### config.mk
export PLATFORM = sky130hd
export DESIGN_NAME = wind_blend_slew_limiter_unit
export DESIGN_NICKNAME = d
export VERILOG_FILES = /design/src/wbsl_pkg.sv /design/src/wind_blend_slew_limiter_unit.sv
export SDC_FILE = /design/constraint.sdc
export NUM_CORES = 2
export LEC_CHECK = 0
export BUFFER_PORTS_ARGS = -buffer_cell sky130_fd_sc_hd__buf_2
export CORE_ASPECT_RATIO = 0.75
export CORE_MARGIN = 3
export CORE_UTILIZATION = 45
export CTS_BUF_LIST = sky130_fd_sc_hd__clkbuf_4 sky130_fd_sc_hd__clkbuf_8
export DETAILED_ROUTE_END_ITERATION = 12
export PLACE_DENSITY = 0.73
export SYNTH_ARGS = -nofsm -noshare
export SYNTH_HDL_FRONTEND = slang
export SYNTH_SLANG_ARGS = --single-unit
### constraint.sdc
create_clock -name aclk -period 9.4 [get_ports aclk]
set_clock_uncertainty 0.05 [all_clocks]
set_input_delay 1.88 -clock aclk [delete_from_list [all_inputs] [get_ports aclk]]
set_output_delay 1.88 -clock aclk [all_outputs]
set_load 0.02 [all_outputs]
### src/wbsl_pkg.sv
// Package for the wind blend and slew limiter.
// Holds the sequencer state type, register indexes and fixed blend constants.
// No dependencies.
`timescale 1ns / 1ps
`default_nettype none

package wbsl_pkg;

    typedef enum logic [3:0] {
        ST_IDLE,
        ST_MUL1,
        ST_MUL2,
        ST_SUM,
        ST_DIV,
        ST_CHK,
        ST_FIX,
        ST_BLE,
        ST_BLN,
        ST_TN,
        ST_SLEW
    } wbsl_state_t;

    // configuration register indexes
    localparam logic [2:0] REG_GLOBAL_EAST  = 3'd0;
    localparam logic [2:0] REG_GLOBAL_NORTH = 3'd1;
    localparam logic [2:0] REG_LOCAL_EAST   = 3'd2;
    localparam logic [2:0] REG_LOCAL_NORTH  = 3'd3;
    localparam logic [2:0] REG_SHEAR_EN     = 3'd4;
    localparam logic [2:0] REG_SHEAR_HEIGHT = 3'd5;
    localparam logic [2:0] REG_MAX_STEP     = 3'd6;

    localparam logic [14:0] MAX_STEP_RESET = 15'd102;

    // boundaries: 3500 ft in quarter metres, 10 nmi in metres
    localparam logic signed [17:0] HT_BOUND_QM  = 18'sd4267;
    localparam logic [17:0]        DIST_BOUND_M = 18'd18520;
    localparam logic signed [21:0] HT_BOUND_NUM = 22'sd21336;

    // blend denominator 21336 * 18520
    localparam logic signed [40:0] BLEND_DEN    = 41'sd395142720;
    localparam logic [16:0]        Q16_ONE      = 17'h10000;

    // BLEND_DEN = 64 * BLEND_ODD, so the Q16 fraction is num * 1024 / BLEND_ODD
    localparam logic signed [23:0] BLEND_ODD    = 24'sd6174105;
    // floor(2^40 / BLEND_ODD)
    localparam logic signed [18:0] BLEND_RECIP  = 19'sd178084;

endpackage

`default_nettype wire

### src/wind_blend_slew_limiter_unit.sv
// Top level of the wind blend and slew limiter: stream ports, config port,
// sequencer and the shared multiplier. Depends on wbsl_pkg.
`timescale 1ns / 1ps
`default_nettype none

// One frame in, one kept wind out. A clear beat (tuser = 1) or a frame that
// selects the global wind passes through the accept state and the slew state.
// A blended frame passes through the accept state, two products for the
// blend fraction on the shared 24 x 19 multiplier, one add and range check,
// the Q16 fraction steps (a reciprocal product, a back-multiply and a one-step
// correction), two blend products, a state to form the north target and the
// slew state. A fraction that saturates at 0 or 1 skips the fraction steps,
// going straight to the blend products. s_tready is high only
// while the sequencer is idle; a finished result sits in the output register
// until taken, and the sequencer holds in its slew state only while the
// previous result is still waiting. Configuration writes are always ready.
module wind_blend_slew_limiter_unit (
    input  wire logic        aclk,
    input  wire logic        aresetn,
    input  wire logic        s_tvalid,
    output logic             s_tready,
    // [0] in_boundary, [18:1] height_above_origin, [36:19] horizontal_distance
    input  wire logic [39:0] s_tdata,
    // [0] op
    input  wire logic [0:0]  s_tuser,
    output logic             m_tvalid,
    input  wire logic        m_tready,
    // [15:0] wind_east, [31:16] wind_north
    output logic [31:0]      m_tdata,
    input  wire logic        cfg_valid,
    output logic             cfg_ready,
    input  wire logic [2:0]  cfg_index,
    input  wire logic [16:0] cfg_data
);
    import wbsl_pkg::*;

    wbsl_state_t state_reg, state_next;

    logic signed [15:0] ge_reg, gn_reg, le_reg, ln_reg;
    logic               shear_en_reg;
    logic [16:0]        shear_h_reg;
    logic [14:0]        max_step_reg;

    logic signed [15:0] last_e_reg, last_e_next, last_n_reg, last_n_next;
    logic               out_valid_reg, out_valid_next;
    logic [31:0]        out_data_reg, out_data_next;

    logic signed [17:0] h_reg, h_next;
    logic [17:0]        d_reg, d_next;
    logic signed [40:0] prod_reg, prod_next, acc_reg, acc_next;
    logic [28:0]        numer_reg, numer_next;
    logic [16:0]        f_reg, f_next;
    logic signed [15:0] te_reg, te_next, tn_reg, tn_next;
    logic               clr_reg, clr_next;

    logic signed [23:0] mul_a;
    logic signed [18:0] mul_b;
    logic signed [40:0] mul_p;

    function automatic logic signed [15:0] slew_step(
        input logic signed [15:0] last,
        input logic signed [15:0] tgt,
        input logic [14:0]        lim
    );
        logic signed [16:0] delta;
        logic signed [16:0] lim17;
        logic signed [15:0] lim16;
        delta = 17'(tgt) - 17'(last);
        lim17 = $signed({2'b00, lim});
        lim16 = $signed({1'b0, lim});
        if (delta > lim17) begin
            slew_step = last + lim16;
        end else if (delta < -lim17) begin
            slew_step = last - lim16;
        end else begin
            slew_step = tgt;
        end
    endfunction

    assign s_tready  = (state_reg == ST_IDLE);
    assign cfg_ready = 1'b1;
    assign m_tvalid  = out_valid_reg;
    assign m_tdata   = out_data_reg;

    // shared multiplier operand select
    always_comb begin
        logic signed [23:0] h_ext;
        h_ext = 24'(h_reg);
        mul_a = '0;
        mul_b = '0;
        case (state_reg)
            ST_MUL1: begin
                mul_a = (h_ext <<< 2) + h_ext;
                mul_b = $signed({1'b0, DIST_BOUND_M}) - $signed({1'b0, d_reg});
            end
            ST_MUL2: begin
                mul_a = 24'(HT_BOUND_NUM);
                mul_b = $signed({1'b0, d_reg});
            end
            ST_DIV: begin
                // top bits of the numerator times the reciprocal
                mul_a = $signed({5'b0, numer_reg[28:10]});
                mul_b = BLEND_RECIP;
            end
            ST_CHK: begin
                mul_a = BLEND_ODD;
                mul_b = $signed({3'b0, f_reg[15:0]});
            end
            ST_BLE: begin
                mul_a = $signed({7'b0, f_reg});
                mul_b = 19'(ge_reg) - 19'(le_reg);
            end
            ST_BLN: begin
                mul_a = $signed({7'b0, f_reg});
                mul_b = 19'(gn_reg) - 19'(ln_reg);
            end
            default: begin
                mul_a = '0;
                mul_b = '0;
            end
        endcase
    end

    assign mul_p = 41'(mul_a) * 41'(mul_b);

    always_comb begin
        logic               in_b;
        logic signed [17:0] h_in;
        logic [17:0]        d_in;
        logic               use_global;
        logic signed [40:0] num;
        logic signed [40:0] fix_rem;
        logic signed [16:0] blend_sum;
        logic signed [15:0] se, sn;

        in_b = s_tdata[0];
        h_in = $signed(s_tdata[18:1]);
        d_in = s_tdata[36:19];
        use_global = !in_b || (h_in > HT_BOUND_QM) || (d_in > DIST_BOUND_M) ||
                     (shear_en_reg && (h_in > $signed({1'b0, shear_h_reg})));
        num       = acc_reg + prod_reg;
        fix_rem   = $signed({2'b00, numer_reg, 10'b0}) - prod_reg;
        blend_sum = '0;
        se        = slew_step(last_e_reg, te_reg, max_step_reg);
        sn        = slew_step(last_n_reg, tn_reg, max_step_reg);

        state_next     = state_reg;
        h_next         = h_reg;
        d_next         = d_reg;
        prod_next      = prod_reg;
        acc_next       = acc_reg;
        numer_next     = numer_reg;
        f_next         = f_reg;
        te_next        = te_reg;
        tn_next        = tn_reg;
        clr_next       = clr_reg;
        last_e_next    = last_e_reg;
        last_n_next    = last_n_reg;
        out_data_next  = out_data_reg;
        out_valid_next = out_valid_reg && !m_tready;

        case (state_reg)
            ST_IDLE: begin
                if (s_tvalid) begin
                    h_next = h_in;
                    d_next = d_in;
                    if (s_tuser[0]) begin
                        clr_next   = 1'b1;
                        state_next = ST_SLEW;
                    end else if (use_global) begin
                        clr_next   = 1'b0;
                        te_next    = ge_reg;
                        tn_next    = gn_reg;
                        state_next = ST_SLEW;
                    end else begin
                        clr_next   = 1'b0;
                        state_next = ST_MUL1;
                    end
                end
            end
            ST_MUL1: begin
                prod_next  = mul_p;
                state_next = ST_MUL2;
            end
            ST_MUL2: begin
                acc_next   = prod_reg;
                prod_next  = mul_p;
                state_next = ST_SUM;
            end
            ST_SUM: begin
                if (num <= 0) begin
                    f_next     = '0;
                    state_next = ST_BLE;
                end else if (num >= BLEND_DEN) begin
                    f_next     = Q16_ONE;
                    state_next = ST_BLE;
                end else begin
                    numer_next = num[28:0];
                    state_next = ST_DIV;
                end
            end
            ST_DIV: begin
                // estimate is the true quotient or one below it
                f_next     = {1'b0, mul_p[35:20]};
                state_next = ST_CHK;
            end
            ST_CHK: begin
                prod_next  = mul_p;
                state_next = ST_FIX;
            end
            ST_FIX: begin
                // bump the estimate when a whole divisor is left over
                if (fix_rem >= 41'(BLEND_ODD)) begin
                    f_next = f_reg + 17'd1;
                end
                state_next = ST_BLE;
            end
            ST_BLE: begin
                prod_next  = mul_p;
                state_next = ST_BLN;
            end
            ST_BLN: begin
                // arithmetic shift floors toward minus infinity
                blend_sum  = 17'(le_reg) + $signed(prod_reg[32:16]);
                te_next    = blend_sum[15:0];
                prod_next  = mul_p;
                state_next = ST_TN;
            end
            ST_TN: begin
                blend_sum  = 17'(ln_reg) + $signed(prod_reg[32:16]);
                tn_next    = blend_sum[15:0];
                state_next = ST_SLEW;
            end
            ST_SLEW: begin
                // hold while the previous result still waits
                if (!out_valid_reg || m_tready) begin
                    if (clr_reg) begin
                        last_e_next = '0;
                        last_n_next = '0;
                    end else begin
                        last_e_next = se;
                        last_n_next = sn;
                    end
                    out_data_next  = {last_n_next, last_e_next};
                    out_valid_next = 1'b1;
                    state_next     = ST_IDLE;
                end
            end
            default: begin
                state_next = ST_IDLE;
            end
        endcase
    end

    always_ff @(posedge aclk) begin
        if (!aresetn) begin
            state_reg <= ST_IDLE;
        end else begin
            state_reg <= state_next;
        end
    end

    always_ff @(posedge aclk) begin
        if (!aresetn) begin
            out_valid_reg <= 1'b0;
            last_e_reg    <= '0;
            last_n_reg    <= '0;
        end else begin
            out_valid_reg <= out_valid_next;
            last_e_reg    <= last_e_next;
            last_n_reg    <= last_n_next;
        end
    end

    always_ff @(posedge aclk) begin
        h_reg        <= h_next;
        d_reg        <= d_next;
        prod_reg     <= prod_next;
        acc_reg      <= acc_next;
        numer_reg    <= numer_next;
        f_reg        <= f_next;
        te_reg       <= te_next;
        tn_reg       <= tn_next;
        clr_reg      <= clr_next;
        out_data_reg <= out_data_next;
    end

    always_ff @(posedge aclk) begin
        if (!aresetn) begin
            ge_reg       <= '0;
            gn_reg       <= '0;
            le_reg       <= '0;
            ln_reg       <= '0;
            shear_en_reg <= 1'b0;
            shear_h_reg  <= '0;
            max_step_reg <= MAX_STEP_RESET;
        end else if (cfg_valid) begin
            case (cfg_index)
                REG_GLOBAL_EAST:  ge_reg       <= $signed(cfg_data[15:0]);
                REG_GLOBAL_NORTH: gn_reg       <= $signed(cfg_data[15:0]);
                REG_LOCAL_EAST:   le_reg       <= $signed(cfg_data[15:0]);
                REG_LOCAL_NORTH:  ln_reg       <= $signed(cfg_data[15:0]);
                REG_SHEAR_EN:     shear_en_reg <= cfg_data[0];
                REG_SHEAR_HEIGHT: shear_h_reg  <= cfg_data;
                REG_MAX_STEP:     max_step_reg <= cfg_data[14:0];
                default: begin
                    // drop writes to unknown indexes
                end
            endcase
        end
    end

endmodule

`default_nettype wire

Word-level counts from Yosys, hierarchy flattened --
Index checks and enable logic that the tools add are counted.
Storage, ports and cells: bits in registers 363, bits in latches 0, bits in writable memories 0, bits in read-only memories 0, input bits 66, output and inout bits 35, word-level logic and storage cells 132, memories kept 0
Cells by class: $add $sub $neg 16, multiply operators 1, divide/modulo/power cells 0, magnitude comparators 10, eq/ne operators 22, shifts and indexed selects 0, muxes and demuxes 30, bitwise gates (word level) 2, reduce and logical (&&, ||, !) cells 30
Operators by type and width (count):
- $mux W16 | 12
- $pmux W24 S5 | 1
- $pmux W19 S6 | 1
- $sub A16 B16 Y17 | 4
- $add A16 B16 Y16 | 4
- $pmux W16 S2 | 2
- $mux W17 | 3
- $pmux W17 S3 | 1
- $pmux W4 S11 | 1
- $add A41 B41 Y41 | 1
- $ge A41 B24 Y1 const B | 1
- $ge A41 B30 Y1 const B | 1
- $le A41 B1 Y1 const B | 1
- $mul A24 B19 Y41 | 1
- $sub A40 B41 Y41 | 1
- $gt A17 B16 Y1 | 2
- $lt A17 B17 Y1 | 2
- $sub A16 B16 Y16 | 2
- $add A20 B18 Y21 | 1
- $reduce_and A2 Y1 | 10
- $sub A15 B18 Y19 const A | 1
- $gt A18 B14 Y1 const B | 1
- $gt A18 B15 Y1 const B | 1
- $gt A18 B18 Y1 | 1
- 27 further kinds | 55

Longest topological paths before layout --
depth in word-level cells 8, mapped depth 40, depth with buffers taken out 39

Worst setup path before layout --
Ideal clock, no wire load.
path type register to register, start reg state_reg[2], end reg prod_reg[39] (data pin), setup time 0.266 ns, arrival time 9.470 ns, required time 9.084 ns, setup slack -0.386 ns, cell stages (with the launch flop) 32, path buffers 1, clock period less this slack 9.786 ns, cells stage by stage dfxtp_1 clkbuf_1 nor2_1 nand2_1 clkinv_1 a221oi_1 o21ai_0 a221oi_1 nor2_1 fa_1 inv_1 fa_1 fa_1 inv_1 fa_1 fa_1 fa_1 inv_1 fa_1 inv_1 ha_1 or4_1 a221o_1 a41oi_1 a211o_1 nor3_1 o41a_1 a41oi_1 a21oi_1 a41o_1 o41ai_1 xnor2_1
Between the ends: longest elaborated chain between the ends 4, elaborated cells between the ends (all ways) 10, those cells by class mul: 1; eq/ne: 6; mux: 2; reduce/logical: 1
Ends and longest elaborated chain:
- start, declared | line wind_blend_slew_limiter_unit.sv:37 | wbsl_state_t state_reg, state_next;
- start signal, assigned | line wind_blend_slew_limiter_unit.sv:259 | state_reg <= state_next;
- $eq A4 B4 Y1 or $eq A4 B3 Y1 (tied branches) | line wind_blend_slew_limiter_unit.sv:91 | case (state_reg)
- $reduce_or A2 Y1 (no line)
- $pmux W24 S5 | line wind_blend_slew_limiter_unit.sv:91
- $mul A24 B19 Y41 (*) | line wind_blend_slew_limiter_unit.sv:124 | assign mul_p = 41'(mul_a) * 41'(mul_b);
- via mul_p[39] | line wind_blend_slew_limiter_unit.sv:58 | logic signed [40:0] mul_p;
- end signal, assigned | line wind_blend_slew_limiter_unit.sv:278 | prod_reg <= prod_next;
- end, declared | line wind_blend_slew_limiter_unit.sv:50 | logic signed [40:0] prod_reg, prod_next, acc_reg, acc_next;
Mark *: on every way through the listed nets, which the timed path passes. The rest lies on a longest branch. A chain may end at the register's enable or synchronous reset.

Final worst setup path --
start reg gn_reg[0], end reg prod_reg[39] (data pin)
Between the ends: longest elaborated chain between the ends 3
Ends and longest elaborated chain:
- start, declared | line wind_blend_slew_limiter_unit.sv:39 | logic signed [15:0] ge_reg, gn_reg, le_reg, ln_reg;
- start signal, assigned | line wind_blend_slew_limiter_unit.sv:300 | REG_GLOBAL_NORTH: gn_reg <= $signed(cfg_data[15:0]);
- $sub A16 B16 Y17 | line wind_blend_slew_limiter_unit.sv:115 | mul_b = 19'(gn_reg) - 19'(ln_reg);
- $pmux W19 S6 | line wind_blend_slew_limiter_unit.sv:91
- $mul A24 B19 Y41 | line wind_blend_slew_limiter_unit.sv:124
- via mul_p[39] | line wind_blend_slew_limiter_unit.sv:58
The timed path passes the listed nets, and every way through them passes these cells.

==> impl_metrics.csv <==
group,metric,value,unit
sta,setup_viol,7,
setup_path,timing.reg2reg.setup_slack,-0.20,ns
run_status,outcome,"complete, but fails checks",
clocking,cts_max_level,2,
placed_design,port-buffer-count,96,
cells_and_area,seq_area,9560,um^2
sta,layout_min_cycle_time,9.60,ns
routing,drc,0,
routing,ant_nets,0,
routing,avgRoutedWirePerCell,22.9,um
logic_synthesis,async_flop_share,0,
clocking,cts_tree,"done",
die,die_h,281,um
routing,drt-vias-per-instance,5.95,
run,cap_violations,0,
setup_path,worst_r2r_path_depth,38,
logic_synthesis,synth_area_per_cell,8.73,um^2
logic_synthesis,syn-num-nets,6152,
pwr,p_clk_frac,0.085,
routing,routed_wl,157000,um
sta,timing.final.crit_share,1.02,
clocking,cts-root-buf,"clkbuf_8",
logic_synthesis,yosysMostFrequentCell,"inv_1",
logic_synthesis,yosys_warnings,0,
die,die_area,105000,um^2
placed_design,place.gp.congestion,1.05,
setup_path,crit_slowest_cell,"fa_1",
pwr,peakVddDrop,393,uV
clocking,path_clk_slew,0.07,ns
grt,grt_pass1_vias,38800,
min_path,worst_hold_path_type,"register to register",
setup_path,crit_fanout,4,
die,die_x,372,um
clocking,clock_latency,0.73,ns
pwr,p_leak,22.9,nW
cells_and_area,stdcell_count,6879,
setup_path,r2r-start,"gn_reg[0]",
sta,finalMaxSlewViolations,0,
pwr,combPwrFrac,0.766,
cells_and_area,fill_cells,9241,
cells_and_area,multi_input_area,32900,um^2
logic_synthesis,syn_area,45300,um^2
setup_path,worst_ep_required_time,9.82,ns
pwr,p_seq_frac,0.149,
min_path,hold_path_depth,2,
clocking,cts_buffers,60,
cells_and_area,nets,6452,
sta,rsz0062_at_grt,"true",
sta,hold_viol,0,
sta,worst_slack,-0.203,ns
setup_path,timing.rr.end,"prod_reg[39]",
logic_synthesis,synth_edf_count,229,
logic_synthesis,synth.area.top_cells,"fa_1 (20%), edfxtp_1 (15%), ha_1 (12%)",
sta,fmax,104,MHz
die,start_util,0.455,
logic_synthesis,yosys.cell_types.count,111,
pwr,total_power,0.0195,W
cells_and_area,drive_gt1_frac,0.129,
min_path,holdPathEnd,"shear_h_reg[5]",
logic_synthesis,synthesis.instances,5191,
sta,relSlewSlack,0.236,
pwr,swShare,0.526,
sta,finalSetupTns,-0.921,ns
placed_design,hpwl,129000,um
setup_path,critPathMaxStageDelay,0.55,ns
logic_synthesis,synthTopCellsByCount,"inv_1 (684), nand2_1 (669), fa_1 (452), ha_1 (443), nor2_1 (341)",
die,io_pins,101,
run_status,failed_checks,"setup timing",
clocking,cts_hold_buf,0,
logic_synthesis,synth_seq_area_share,0.211,
pwr,powerDensity,381,nW/um^2
grt,grt.total_usage,0.297,
sta,worstMarginPinSlew,1.14,ns
pwr,switching_power,0.0103,W
setup_path,crit_path_end_kind,"register",
clocking,cts_sinks,363,
logic_synthesis,yosysTopAreaCell,"fa_1",
cells_and_area,areaGrowthSynthToFinish,13.1,%
routing,dr_total_vias,40900,
placed_design,dp.cells,6739,
grt,antenna_found_initial,15,
routing,drt_iter0_markers,4892,
die,num_rows,100,
setup_path,worst-setup-path-type,"register to register",
logic_synthesis,yosys_most_used_dff,"edfxtp_1",
min_path,worstHoldStart,"shear_h_reg[5]",
placed_design,preCtsSetupSlack,-0.700,ns
routing,dr.pass1.iters,6,
logic_synthesis,synth_top_area_frac,0.200,
setup_path,critical_path.startpoint_type,"register",
setup_path,crit_top_cell,"fa_1",
logic_synthesis,ys_seq_elements,363,
clocking,clk_path_buf_depth,3,
grt,grt_pass1_wl,237000,um
die,core_area,99600,um^2
grt,grt_overflow,0,
setup_path,critPathArrivalTime,10.02,ns
pwr,p_int,0.00926,W
grt,grt_max_degree,65,
[critical path, delay by kind of cell, from the launching register on]
family | cells | cell delay, ns
adder cells (fa/ha/maj) | 10 | 4.12
AO/OA/AOI/OAI | 16 | 3.44
AND/OR/NAND/NOR | 4 | 0.72
buffers and inverters | 7 | 0.50
flip-flops | 1 | 0.33
XOR/XNOR | 1 | 0.15
[through the flow]
stage               instance area [um^2]  hold WS (ns)  utilization
detailed placement                 49300         0.408        0.495
floorplan                          45400         0.393            -
global placement                   49300         0.403        0.495
finish                             51300         0.416        0.515
global route                       51200         0.442        0.514
CTS                                50900         0.417        0.511
[metal layers]
layer,track usage,vias to the layer above,routed length (um)
met2,0.391,2327,59500
met4,0.0618,2,3120
li1,-,18400,-
met5,0,-,15
met3,0.0939,233,23000
met1,0.465,19900,71800
[area by class of cell]
type	instances	area share
inverters	688	0.0504
clock inverters	20	0.00522
diodes	11	0.000537
clock buffers	93	0.0218
flip-flops and latches	363	0.187
repair buffers	434	0.0612
multi-input cells	3944	0.642
well taps	1326	0.0324
[cell usage in the layout, fill, tap and decap left out, types with 49 or more instances in the layout]
| master | synthesis | layout |
|---|---|---|
| edfxtp_1 | 229 | 229 |
| buf_4 | 4 | 325 |
| nor2_1 | 341 | 337 |
| nor2b_1 | 55 | 54 |
| a211oi_1 | 60 | 54 |
| and2_1 | 69 | 68 |
| a21o_1 | 86 | 85 |
| dfxtp_1 | 134 | 132 |
| inv_1 | 684 | 677 |
| fa_1 | 452 | 446 |
| nand2_1 | 669 | 668 |
| o21ai_0 | 221 | 203 |
| o21a_1 | 61 | 61 |
| xnor2_1 | 138 | 128 |
| nor3_1 | 109 | 106 |
| clkbuf_8 | 0 | 67 |
| buf_2 | 8 | 95 |
| nand2b_1 | 51 | 49 |
| nand3_1 | 103 | 102 |
| xor2_1 | 71 | 69 |
| a21boi_0 | 116 | 113 |
| ha_1 | 443 | 438 |
| a21oi_1 | 229 | 214 |
[power by group through the flow]
| stage | Combinational, W | Sequential [W] | Clock, W |
|---|---|---|---|
| after floorplan | 0.00907 | 0.00267 | 0 |
| after global placement | 0.0140 | 0.00290 | 0 |
| after detailed placement | 0.0142 | 0.00291 | 0 |
| after CTS | 0.0144 | 0.00288 | 0.00168 |
| after global routing | 0.0163 | 0.00292 | 0.00175 |
| final | 0.0149 | 0.00291 | 0.00166 |
[worst max path at each step]
stage,endpoint,from,slack [ns],cells after the start
6_report,prod_reg[39],gn_reg[0],-0.20,38
5_1_grt,prod_reg[39],gn_reg[0],-0.50,37
4_1_cts,prod_reg[39],h_reg[1],-0.20,35
3_5_place_dp,prod_reg[39],gn_reg[0],-0.70,37
3_3_place_gp,prod_reg[39],gn_reg[0],-0.64,37
2_1_floorplan,prod_reg[39],gn_reg[0],0.01,38
[repair_timing]
item,CTS,global route
pin swaps,36,39
gates cloned,0,0
gates resized for setup,48,62
buffers inserted,7,9
endpoints found under the setup margin,22,22
[cells by family after synthesis]
group	Yosys count	synth area share
AO/OA/AOI/OAI	1191	0.180
XOR/XNOR	209	0.0404
adder cells (fa/ha/maj)	895	0.322
buffers and inverters	884	0.0741
flip-flops	363	0.211
multiplexers	31	0.00715
other	1	0.0000827
AND/OR/NAND/NOR	1617	0.165
Power figures use the tool's default switching activity.
